**config.mk**
```make
export PLATFORM = sky130hd
export DESIGN_NAME = progress_bar_overlay_shader_flat
export DESIGN_NICKNAME = d
export VERILOG_FILES = /design/src/rtl/pbos_pkg.sv /design/src/rtl/pbos_pixel_if.sv /design/src/rtl/pbos_shade_if.sv /design/src/rtl/progress_bar_overlay_shader.sv /design/src/flat_wrapper.sv
export SDC_FILE = /design/constraint.sdc
export NUM_CORES = 1
export LEC_CHECK = 0
export BUFFER_PORTS_ARGS = -buffer_cell sky130_fd_sc_hd__clkbuf_2
export CAP_MARGIN = 10
export CORE_MARGIN = 2
export CORE_UTILIZATION = 63
export DETAILED_ROUTE_END_ITERATION = 12
export GPL_ROUTABILITY_DRIVEN = 1
export GPL_TIMING_DRIVEN = 0
export PLACE_DENSITY = 0.78
export SYNTH_ARGS = -nofsm -noshare
export SYNTH_HDL_FRONTEND = slang
export SYNTH_SLANG_ARGS = --single-unit
```
**constraint.sdc**
```tcl
create_clock -name i_clk -period 10.8 [get_ports i_clk]
set_input_delay 1.62 -clock i_clk [delete_from_list [all_inputs] [get_ports i_clk]]
set_output_delay 1.62 -clock i_clk [all_outputs]
set_load 0.01 [all_outputs]
```
**src/rtl/pbos_pkg.sv**
```systemverilog
package pbos_pkg;

    localparam int COORD_W   = 12;
    localparam int PERCENT_W = 7;
    localparam int GREY_W    = 8;
    localparam int CFG_IDX_W = 3;
    localparam int CFG_W     = 12;
    localparam int STEP_W    = 5;
    localparam int PROD_W    = COORD_W + PERCENT_W;
    localparam int FILL_W    = 20;
    localparam int POS_W     = 14;

    localparam logic [CFG_IDX_W-1:0] CFG_SCREEN_WIDTH     = 3'd0;
    localparam logic [CFG_IDX_W-1:0] CFG_SCREEN_HEIGHT    = 3'd1;
    localparam logic [CFG_IDX_W-1:0] CFG_PROGRESS_PERCENT = 3'd2;
    localparam logic [CFG_IDX_W-1:0] CFG_ANCHOR_VALID     = 3'd3;
    localparam logic [CFG_IDX_W-1:0] CFG_ANCHOR_BOTTOM    = 3'd4;

    localparam logic [COORD_W-1:0]   RST_SCREEN_WIDTH  = 12'd640;
    localparam logic [COORD_W-1:0]   RST_SCREEN_HEIGHT = 12'd480;

    localparam logic [COORD_W-1:0]   ANCHOR_GAP     = 12'd28;
    localparam logic [COORD_W-1:0]   SIDE_MARGIN    = 12'd40;
    localparam logic [PERCENT_W-1:0] PERCENT_MAX    = 7'd100;
    localparam logic [COORD_W-1:0]   HL_MIN_LEN     = 12'd4;
    localparam logic [COORD_W-1:0]   HL_INSET       = 12'd2;
    localparam logic [POS_W-1:0]     HL_ROW         = 14'd2;
    localparam int                   GRADE_STEPS    = 28;
    localparam logic [GREY_W-1:0]    BASE_EMPTY     = 8'd34;
    localparam logic [GREY_W-1:0]    BASE_FULL      = 8'd214;
    localparam logic [GREY_W-1:0]    HIGHLIGHT_GREY = 8'd95;
    localparam logic [GREY_W-1:0]    GREY_MAX       = 8'd241;

    typedef struct packed {
        logic [COORD_W-1:0]   len;
        logic [COORD_W-2:0]   x0;
        logic [COORD_W:0]     y0;
        logic [PROD_W-1:0]    prod;
        logic signed [POS_W-1:0] right_start;
        logic [COORD_W-1:0]   hl_end;
    } t_geom;

endpackage

```
**src/rtl/pbos_pixel_if.sv**
```systemverilog
interface pbos_pixel_if;
    logic                           valid;
    logic                           ready;
    logic [pbos_pkg::COORD_W-1:0]   pixel_x;
    logic [pbos_pkg::COORD_W-1:0]   pixel_y;

    modport source (output valid, output pixel_x, output pixel_y, input ready);
    modport sink (input valid, input pixel_x, input pixel_y, output ready);
endinterface

```
**src/rtl/pbos_shade_if.sv**
```systemverilog
interface pbos_shade_if;
    logic                           valid;
    logic                           ready;
    logic                           covered;
    logic [pbos_pkg::GREY_W-1:0]    grey_level;

    modport source (output valid, output covered, output grey_level, input ready);
    modport sink (input valid, input covered, input grey_level, output ready);
endinterface

```
**src/rtl/progress_bar_overlay_shader.sv**
```systemverilog
// Progress bar overlay shader. Each pixel word (pixel_x, pixel_y) on i_pixel yields one shade
// word (covered, grey_level) on o_shade, in order. The block takes one word per clock cycle
// while the output is not stalled; a word passes an input register and then a result register,
// and the output register lets a new word in while a finished one waits. Bar geometry is
// recomputed from the configuration registers into a register every cycle, so configuration
// must be written while the block is idle and one spare cycle must pass before the next pixel
// word is sent.
module progress_bar_overlay_shader #(
    parameter int BAR_LENGTH    = 630,
    parameter int BAR_THICKNESS = 18
) (
    input  logic                               i_clk,
    input  logic                               i_rst_n,
    pbos_pixel_if.sink                         i_pixel,
    pbos_shade_if.source                       o_shade,
    input  logic                               i_cfg_we,
    input  logic [pbos_pkg::CFG_IDX_W-1:0]     i_cfg_idx,
    input  logic [pbos_pkg::CFG_W-1:0]         i_cfg_data
);

    localparam int Rad          = BAR_THICKNESS / 2;
    localparam int RadW         = $clog2(Rad + 1);
    localparam int SqW          = 2 * RadW + 1;
    localparam int RowW         = $clog2(BAR_THICKNESS);
    localparam int StepTabN     = 2 ** RowW;
    localparam int CW           = pbos_pkg::COORD_W;
    localparam int PW           = pbos_pkg::POS_W;
    localparam logic [CW-1:0]   BarLen   = CW'(BAR_LENGTH);
    localparam logic [CW-1:0]   Thick    = CW'(BAR_THICKNESS);
    localparam logic [PW-1:0]   RadPos   = PW'(Rad);
    localparam logic [PW-1:0]   ThickPos = PW'(BAR_THICKNESS);
    localparam logic [PW-1:0]   BotStart = PW'(BAR_THICKNESS - Rad);
    localparam logic [PW-1:0]   BotBase  = PW'(BAR_THICKNESS - Rad - 1);
    localparam logic [SqW-1:0]  RadSq    = SqW'(Rad * Rad);

    // Configuration registers
    logic [CW-1:0]                      r_screen_width;
    logic [CW-1:0]                      r_screen_height;
    logic [pbos_pkg::PERCENT_W-1:0]     r_percent;
    logic                               r_anchor_valid;
    logic [CW-1:0]                      r_anchor_bottom;

    always_ff @(posedge i_clk) begin
        if (!i_rst_n) begin
            r_screen_width  <= pbos_pkg::RST_SCREEN_WIDTH;
            r_screen_height <= pbos_pkg::RST_SCREEN_HEIGHT;
            r_percent       <= '0;
            r_anchor_valid  <= 1'b0;
            r_anchor_bottom <= '0;
        end else if (i_cfg_we) begin
            case (i_cfg_idx)
                pbos_pkg::CFG_SCREEN_WIDTH: begin
                    r_screen_width <= i_cfg_data[CW-1:0];
                end
                pbos_pkg::CFG_SCREEN_HEIGHT: begin
                    r_screen_height <= i_cfg_data[CW-1:0];
                end
                pbos_pkg::CFG_PROGRESS_PERCENT: begin
                    r_percent <= i_cfg_data[pbos_pkg::PERCENT_W-1:0];
                end
                pbos_pkg::CFG_ANCHOR_VALID: begin
                    r_anchor_valid <= i_cfg_data[0];
                end
                pbos_pkg::CFG_ANCHOR_BOTTOM: begin
                    r_anchor_bottom <= i_cfg_data[CW-1:0];
                end
                default: begin
                end
            endcase
        end
    end

    // Bar geometry, derived from the configuration
    pbos_pkg::t_geom                n_geom;
    pbos_pkg::t_geom                r_geom;
    logic [CW-1:0]                  w_max_len;
    logic [CW-1:0]                  w_len;
    logic [pbos_pkg::PERCENT_W-1:0] w_pct_sat;

    always_comb begin
        w_max_len = (r_screen_width > pbos_pkg::SIDE_MARGIN) ?
                    r_screen_width - pbos_pkg::SIDE_MARGIN : r_screen_width;
        w_len     = (BarLen > w_max_len) ? w_max_len : BarLen;
        w_pct_sat = (r_percent > pbos_pkg::PERCENT_MAX) ? pbos_pkg::PERCENT_MAX : r_percent;

        n_geom.len  = w_len;
        n_geom.x0   = (CW-1)'((r_screen_width - w_len) >> 1);
        if (r_anchor_valid) begin
            n_geom.y0 = {1'b0, r_anchor_bottom} + {1'b0, pbos_pkg::ANCHOR_GAP};
        end else if (r_screen_height > Thick) begin
            n_geom.y0 = {1'b0, (r_screen_height - Thick) >> 1};
        end else begin
            n_geom.y0 = '0;
        end
        n_geom.prod        = pbos_pkg::PROD_W'(w_len) * pbos_pkg::PROD_W'(w_pct_sat);
        n_geom.right_start = $signed(PW'(w_len)) - $signed(RadPos);
        n_geom.hl_end      = (w_len > pbos_pkg::HL_MIN_LEN) ?
                             w_len - pbos_pkg::HL_INSET : pbos_pkg::HL_INSET;
    end

    always_ff @(posedge i_clk) begin
        r_geom <= n_geom;
    end

    // Shade step for each bar row
    logic [pbos_pkg::STEP_W-1:0] w_step_tab [StepTabN];

    for (genvar g = 0; g < StepTabN; g++) begin : g_step
        localparam int StepVal =
            (g < BAR_THICKNESS) ? (g * pbos_pkg::GRADE_STEPS) / BAR_THICKNESS : 0;
        assign w_step_tab[g] = pbos_pkg::STEP_W'(StepVal);
    end

    // Handshake and pipeline control
    logic r_v1;
    logic r_v2;
    logic w_adv1;
    logic w_adv2;

    assign w_adv2        = !r_v2 || o_shade.ready;
    assign w_adv1        = !r_v1 || w_adv2;
    assign i_pixel.ready = w_adv1;

    always_ff @(posedge i_clk) begin
        if (!i_rst_n) begin
            r_v1 <= 1'b0;
            r_v2 <= 1'b0;
        end else begin
            if (w_adv1) begin
                r_v1 <= i_pixel.valid;
            end
            if (w_adv2) begin
                r_v2 <= r_v1;
            end
        end
    end

    // Input register
    logic [CW-1:0] r_px;
    logic [CW-1:0] r_py;

    always_ff @(posedge i_clk) begin
        if (w_adv1 && i_pixel.valid) begin
            r_px <= i_pixel.pixel_x;
            r_py <= i_pixel.pixel_y;
        end
    end

    // Per-pixel coverage and shade
    logic signed [PW-1:0]       w_col;
    logic signed [PW-1:0]       w_row;
    logic                       w_on_screen;
    logic                       w_in_bar;
    logic [RadW-1:0]            w_dx;
    logic [RadW-1:0]            w_dy;
    logic [SqW-1:0]             w_dist;
    logic                       w_corner_ok;
    logic [pbos_pkg::FILL_W-1:0] w_fill_lhs;
    logic                       w_filled;
    logic                       w_highlight;
    logic                       n_cov;
    logic [pbos_pkg::GREY_W-1:0] n_grey;

    always_comb begin
        w_col = $signed({2'b00, r_px}) - $signed({3'b000, r_geom.x0});
        w_row = $signed({2'b00, r_py}) - $signed({1'b0, r_geom.y0});

        w_on_screen = (r_px < r_screen_width) && (r_py < r_screen_height);
        w_in_bar    = !w_row[PW-1] && (w_row < $signed(ThickPos)) &&
                      !w_col[PW-1] && (w_col < $signed({2'b00, r_geom.len}));

        if (w_col < $signed(RadPos)) begin
            w_dx = RadW'($signed(RadPos) - w_col);
        end else if (w_col >= r_geom.right_start) begin
            w_dx = RadW'(w_col - r_geom.right_start + 14'sd1);
        end else begin
            w_dx = '0;
        end

        if (w_row < $signed(RadPos)) begin
            w_dy = RadW'($signed(RadPos) - w_row);
        end else if (w_row >= $signed(BotStart)) begin
            w_dy = RadW'(w_row - $signed(BotBase));
        end else begin
            w_dy = '0;
        end

        w_dist      = SqW'(SqW'(w_dx) * SqW'(w_dx)) + SqW'(SqW'(w_dy) * SqW'(w_dy));
        w_corner_ok = (w_dist <= RadSq);

        // The filled part ends at len*percent/100: compare without dividing.
        w_fill_lhs = pbos_pkg::FILL_W'(w_col[CW-1:0]) + pbos_pkg::FILL_W'(1);
        w_filled   = pbos_pkg::FILL_W'(w_fill_lhs * pbos_pkg::FILL_W'(pbos_pkg::PERCENT_MAX))
                     <= pbos_pkg::FILL_W'(r_geom.prod);

        w_highlight = (w_row == $signed(pbos_pkg::HL_ROW)) &&
                      (w_col >= $signed(PW'(pbos_pkg::HL_INSET))) &&
                      (w_col < $signed({2'b00, r_geom.hl_end}));

        n_cov  = 1'b0;
        n_grey = '0;
        if (w_on_screen) begin
            if (w_in_bar && w_corner_ok) begin
                n_cov  = 1'b1;
                n_grey = (w_filled ? pbos_pkg::BASE_FULL : pbos_pkg::BASE_EMPTY) +
                         pbos_pkg::GREY_W'(w_step_tab[w_row[RowW-1:0]]);
            end
            if (w_highlight) begin
                n_cov  = 1'b1;
                n_grey = pbos_pkg::HIGHLIGHT_GREY;
            end
        end
    end

    // Result register
    logic                        r_cov;
    logic [pbos_pkg::GREY_W-1:0] r_grey;

    always_ff @(posedge i_clk) begin
        if (w_adv2 && r_v1) begin
            r_cov  <= n_cov;
            r_grey <= n_grey;
        end
    end

    assign o_shade.valid      = r_v2;
    assign o_shade.covered    = r_cov;
    assign o_shade.grey_level = r_grey;

endmodule

```
**src/flat_wrapper.sv**
```systemverilog
// flat-port wrapper written by rule: the top's interface ports become plain ports
module progress_bar_overlay_shader_flat 
#(
    parameter int BAR_LENGTH    = 630,
    parameter int BAR_THICKNESS = 18
)
  (i_clk, i_rst_n, i_cfg_we, i_cfg_idx, i_cfg_data, i_pixel_valid, i_pixel_pixel_x, i_pixel_pixel_y, i_pixel_ready, o_shade_valid, o_shade_covered, o_shade_grey_level, o_shade_ready);
  pbos_pixel_if i_pixel_i ();
  pbos_shade_if o_shade_i ();
  input  logic i_clk;
  input  logic i_rst_n;
  input  logic i_cfg_we;
  input  logic [pbos_pkg::CFG_IDX_W-1:0] i_cfg_idx;
  input  logic [pbos_pkg::CFG_W-1:0] i_cfg_data;
  input wire logic [$bits(i_pixel_i.valid)-1:0] i_pixel_valid;
  input wire logic [$bits(i_pixel_i.pixel_x)-1:0] i_pixel_pixel_x;
  input wire logic [$bits(i_pixel_i.pixel_y)-1:0] i_pixel_pixel_y;
  output wire logic [$bits(i_pixel_i.ready)-1:0] i_pixel_ready;
  output wire logic [$bits(o_shade_i.valid)-1:0] o_shade_valid;
  output wire logic [$bits(o_shade_i.covered)-1:0] o_shade_covered;
  output wire logic [$bits(o_shade_i.grey_level)-1:0] o_shade_grey_level;
  input wire logic [$bits(o_shade_i.ready)-1:0] o_shade_ready;
  assign i_pixel_i.valid = i_pixel_valid;
  assign i_pixel_i.pixel_x = i_pixel_pixel_x;
  assign i_pixel_i.pixel_y = i_pixel_pixel_y;
  assign i_pixel_ready = i_pixel_i.ready;
  assign o_shade_valid = o_shade_i.valid;
  assign o_shade_covered = o_shade_i.covered;
  assign o_shade_grey_level = o_shade_i.grey_level;
  assign o_shade_i.ready = o_shade_ready;
  progress_bar_overlay_shader #(.BAR_LENGTH(BAR_LENGTH), .BAR_THICKNESS(BAR_THICKNESS)) u_core (.i_clk(i_clk), .i_rst_n(i_rst_n), .i_pixel(i_pixel_i), .o_shade(o_shade_i), .i_cfg_we(i_cfg_we), .i_cfg_idx(i_cfg_idx), .i_cfg_data(i_cfg_data));
endmodule
```
==> results.toml <==
[floorplanning]
start_util = 0.637
core_region_area_mm2 = 0.0225
die-area_mm2 = 0.0240
die_h_um = 155
die_w_um = 155
io_pins = 55
num_rows = 55

[cts]
htreeDepth = 4
clk_pin_slew_ns = 0.08
cts_tree = "built"
ctsHoldBuffers = 0
cts-root-buf = "clkbuf_16"
postCtsSetupRepairBufs = 0
cts.sinks = 159
cts_buffers = 17
cts_buffer_depth = 2
clk_latency_ns = 0.45
post_cts_resized = 0

[placed_design]
io_buffer_count = 53
dpl.hpwl_um = 26700
dp_slack_ns = 1.63
place_congestion = 0.939
dp.cells = 1992

[drt]
drt_first_pass_iters = 6
drc_errors = 0
antenna_left = 0
wl_per_cell_um = 16.4
drt_wl_total_um = 33200
via_per_inst = 5.75
drt_iter0_drc = 739
via_count = 11652

[pwr]
p_leak_nw = 7.38
power.density_mw_per_mm2 = 322
peakVddDrop_mv = 0.474

[global_route]
antenna_found_initial = 0
grt_pass1_wl_um = 55200
overflow = 0
grt_max_degree = 25
grt_pass1_vias = 11262
grt_use_total = 0.287

[timing]
period_needed_ns = 9.30
tightest_slew_ns = 1.11
finalMaxSlewViolations = 0
hold_ws_ns = 0.468
slew_headroom = 0.258
hold_viol_final = 0
finalCritPeriodShare = 0.861
max_freq_ghz = 0.108
finalClockSkew_ns = 0.0158
setup_ws_ns = 1.50
grt_setup_unrepaired = "no"
setup_violations = 0
fin_setup_tns_ns = 0

[logic_synthesis]
postSynthCellCount = 1637
synth.area.top_cells = "ha_1 19%, dfxtp_1 18%, fa_1 10%, edfxtp_1 6.9%, inv_1 6.4%"
yosysUniqueCellTypes = 88
synth_edf_count = 33
synth_top_area_frac = 0.195
yosysSeqAreaShare = 0.245
syn_area_mm2 = 0.0143
synth_largest_area_cell = "ha_1"
yosys_warnings = 0
ys.flop_type = "dfxtp_1"
synthArstFlopShare = 0
postSynthAreaPerCell_um2 = 8.76
ys_ff_latch = 159

[status]
status = "finished, final reports clean"

[worst_hold_path]
hold_path_end = "u_core.r_screen_height[0]"
hp-class = "reg2reg"
hold_start = "u_core.r_screen_height[0]"
hold_depth = 2

[worst_setup_path]
timing.rr.start = "u_core.r_px[0]"
critPathTopFamily = "adder cells"
path_max_fanout = 9
cp.required_ns = 11.07
rr_worst_depth = 31
end_kind = "flip-flop"
path_buf_inv = 3
r2r_slack_ns = 1.50
worst_ep_arrival_time_ns = 9.57
slowest_delay_ns = 0.61
r2r_end = "u_core.o_shade.grey_level[7]"
crit_path_top_delay_cell = "xor2_1"
worstSetupStartpointType = "flip-flop"
path_common_cell = "fa_1"
path_class = "reg2reg"

[finish]
post_layout_nonfiller_instances = 2025
nNetsFinal = 2066
antenna_cells = 0
final_core_util = 0.695
drive_above_1_share = 0.0718
synthToLayoutAreaGrowth_pct = 9.07

[run]
maxCapViolCount = 0
==> cell families after synthesis <==
kind of cell,share of synthesized area
and+or+nand+nor,0.161
AOI/OAI and AO/OA,0.158
adders and majority gates,0.297
buffers and inverters,0.0733
DFF,0.245
xor gates and xnor gates,0.0562
muxes,0.00847
other,0.000524
==> layout by cell type, fill, tap and decap left out, types with 7 or more instances in the layout <==
cell,synthesis,routed
clkbuf_1,20,20
or2_2,8,8
a211oi_1,10,10
a21boi_0,37,37
nand4_1,16,16
nand2b_1,14,14
nand2_1,190,190
xor2_1,24,24
a21o_1,34,34
clkbuf_2,0,53
ha_1,223,223
and2_1,11,11
clkbuf_16,0,17
o21a_1,19,19
conb_1,2,19
o211ai_1,16,16
o21ai_0,45,45
nor2_1,83,83
nor2b_1,23,23
and3_1,13,13
nor3_1,32,32
nor4_1,10,10
edfxtp_1,33,33
o31ai_1,7,7
or3_1,13,13
xnor2_1,68,68
inv_1,246,246
dfxtp_1,126,126
a21oi_1,66,66
fa_1,72,72
nand3_1,29,29
a31oi_1,10,10
mux2i_1,11,11
==> power breakdown <==
part / leakage [nW] / switching (W) / internal, W / total (W)
clock: 0.290 / 0.000283 / 0.000309 / 0.000592
sequential: 1.35 / 0.0000217 / 0.000655 / 0.000677
combinational: 5.74 / 0.00214 / 0.00162 / 0.00376
==> sequential cells by signal (all words and copies together) (netlist names) <==
name	count
u_core.r_percent	7
u_core.r_anchor_valid	1
u_core.r_v1	1
u_core.o_shade.grey_level	8
u_core.r_screen_height	12
u_core.o_shade.covered	1
u_core.r_screen_width	12
u_core.r_anchor_bottom	12
u_core.r_py	12
u_core.r_px	12
u_core.o_shade.valid	1
u_core.r_geom	80
==> routing by layer <==
metal	track usage	vias to the layer above	part of all wire	wire, um
met5	0	-	0	0
met4	0.0952	0	0.030	1010
met3	0.0412	70	0.049	1640
met2	0.466	332	0.46	15200
met1	0.398	5492	0.46	15400
li1	-	5758	-	-
==> worst max-delay path by stage <==
stage,start,endpoint,depth (start not counted)
after global placement,u_core.r_px[0],u_core.o_shade.grey_level[7],31
after CTS,u_core.r_px[0],u_core.o_shade.grey_level[7],31
final,u_core.r_px[0],u_core.o_shade.grey_level[7],31
after detailed placement,u_core.r_px[0],u_core.o_shade.grey_level[7],31
after global routing,u_core.r_px[0],u_core.o_shade.grey_level[7],31
after floorplan,u_core.r_px[1],u_core.o_shade.grey_level[5],29
==> metrics by stage <==
stage,area [um^2],power (W)
floorplan,14400,0.00354
global placement,15000,0.00418
detailed placement,15000,0.00439
CTS,15600,0.00502
global route,15600,0.00557
finish,15600,0.00503
==> worst register-to-register path: cells and delay by family, from the launching register on <==
family          cells  cell delay, ns
compound gates     12            2.73
xor+xnor            1            0.61
fa+ha+maj           9            3.74
buf+inv             3            0.19
flops               1            0.44
simple gates        6            1.45
==> cell usage after synthesis, types with 4 or more instances <==
library cell	n
mux2i_1	11
o22ai_1	6
inv_1	246
nor2b_1	23
and3_1	13
nand2b_1	14
a211oi_1	10
nor4_1	10
o21ai_0	45
a31oi_1	10
xnor2_1	68
a211o_1	4
clkbuf_1	20
nand2_1	190
o31a_1	5
o41ai_1	5
nor3b_1	5
o2111ai_1	4
a21oi_1	66
nor2_1	83
nand3_1	29
edfxtp_1	33
o31ai_1	7
dfxtp_1	126
fa_1	72
a21boi_0	37
o21bai_1	6
a21o_1	34
nand3b_1	4
ha_1	223
a2111oi_0	6
a311oi_1	5
or2_2	8
buf_1	5
and2_0	4
xor2_1	24
o211ai_1	16
nor3_1	32
and2_1	11
o21a_1	19
nand4_1	16
or3_1	13
==> cell type report <==
type	count	area [um^2]
plain buffers	29	120
flip-flops and latches	159	3510
well taps	285	357
clock inverters	15	161
repair buffers	54	293
multi-input cells	1218	9830
clock buffers	17	425
inverters	248	931
fillers	1767	6870
Power figures use the tool's default switching activity.
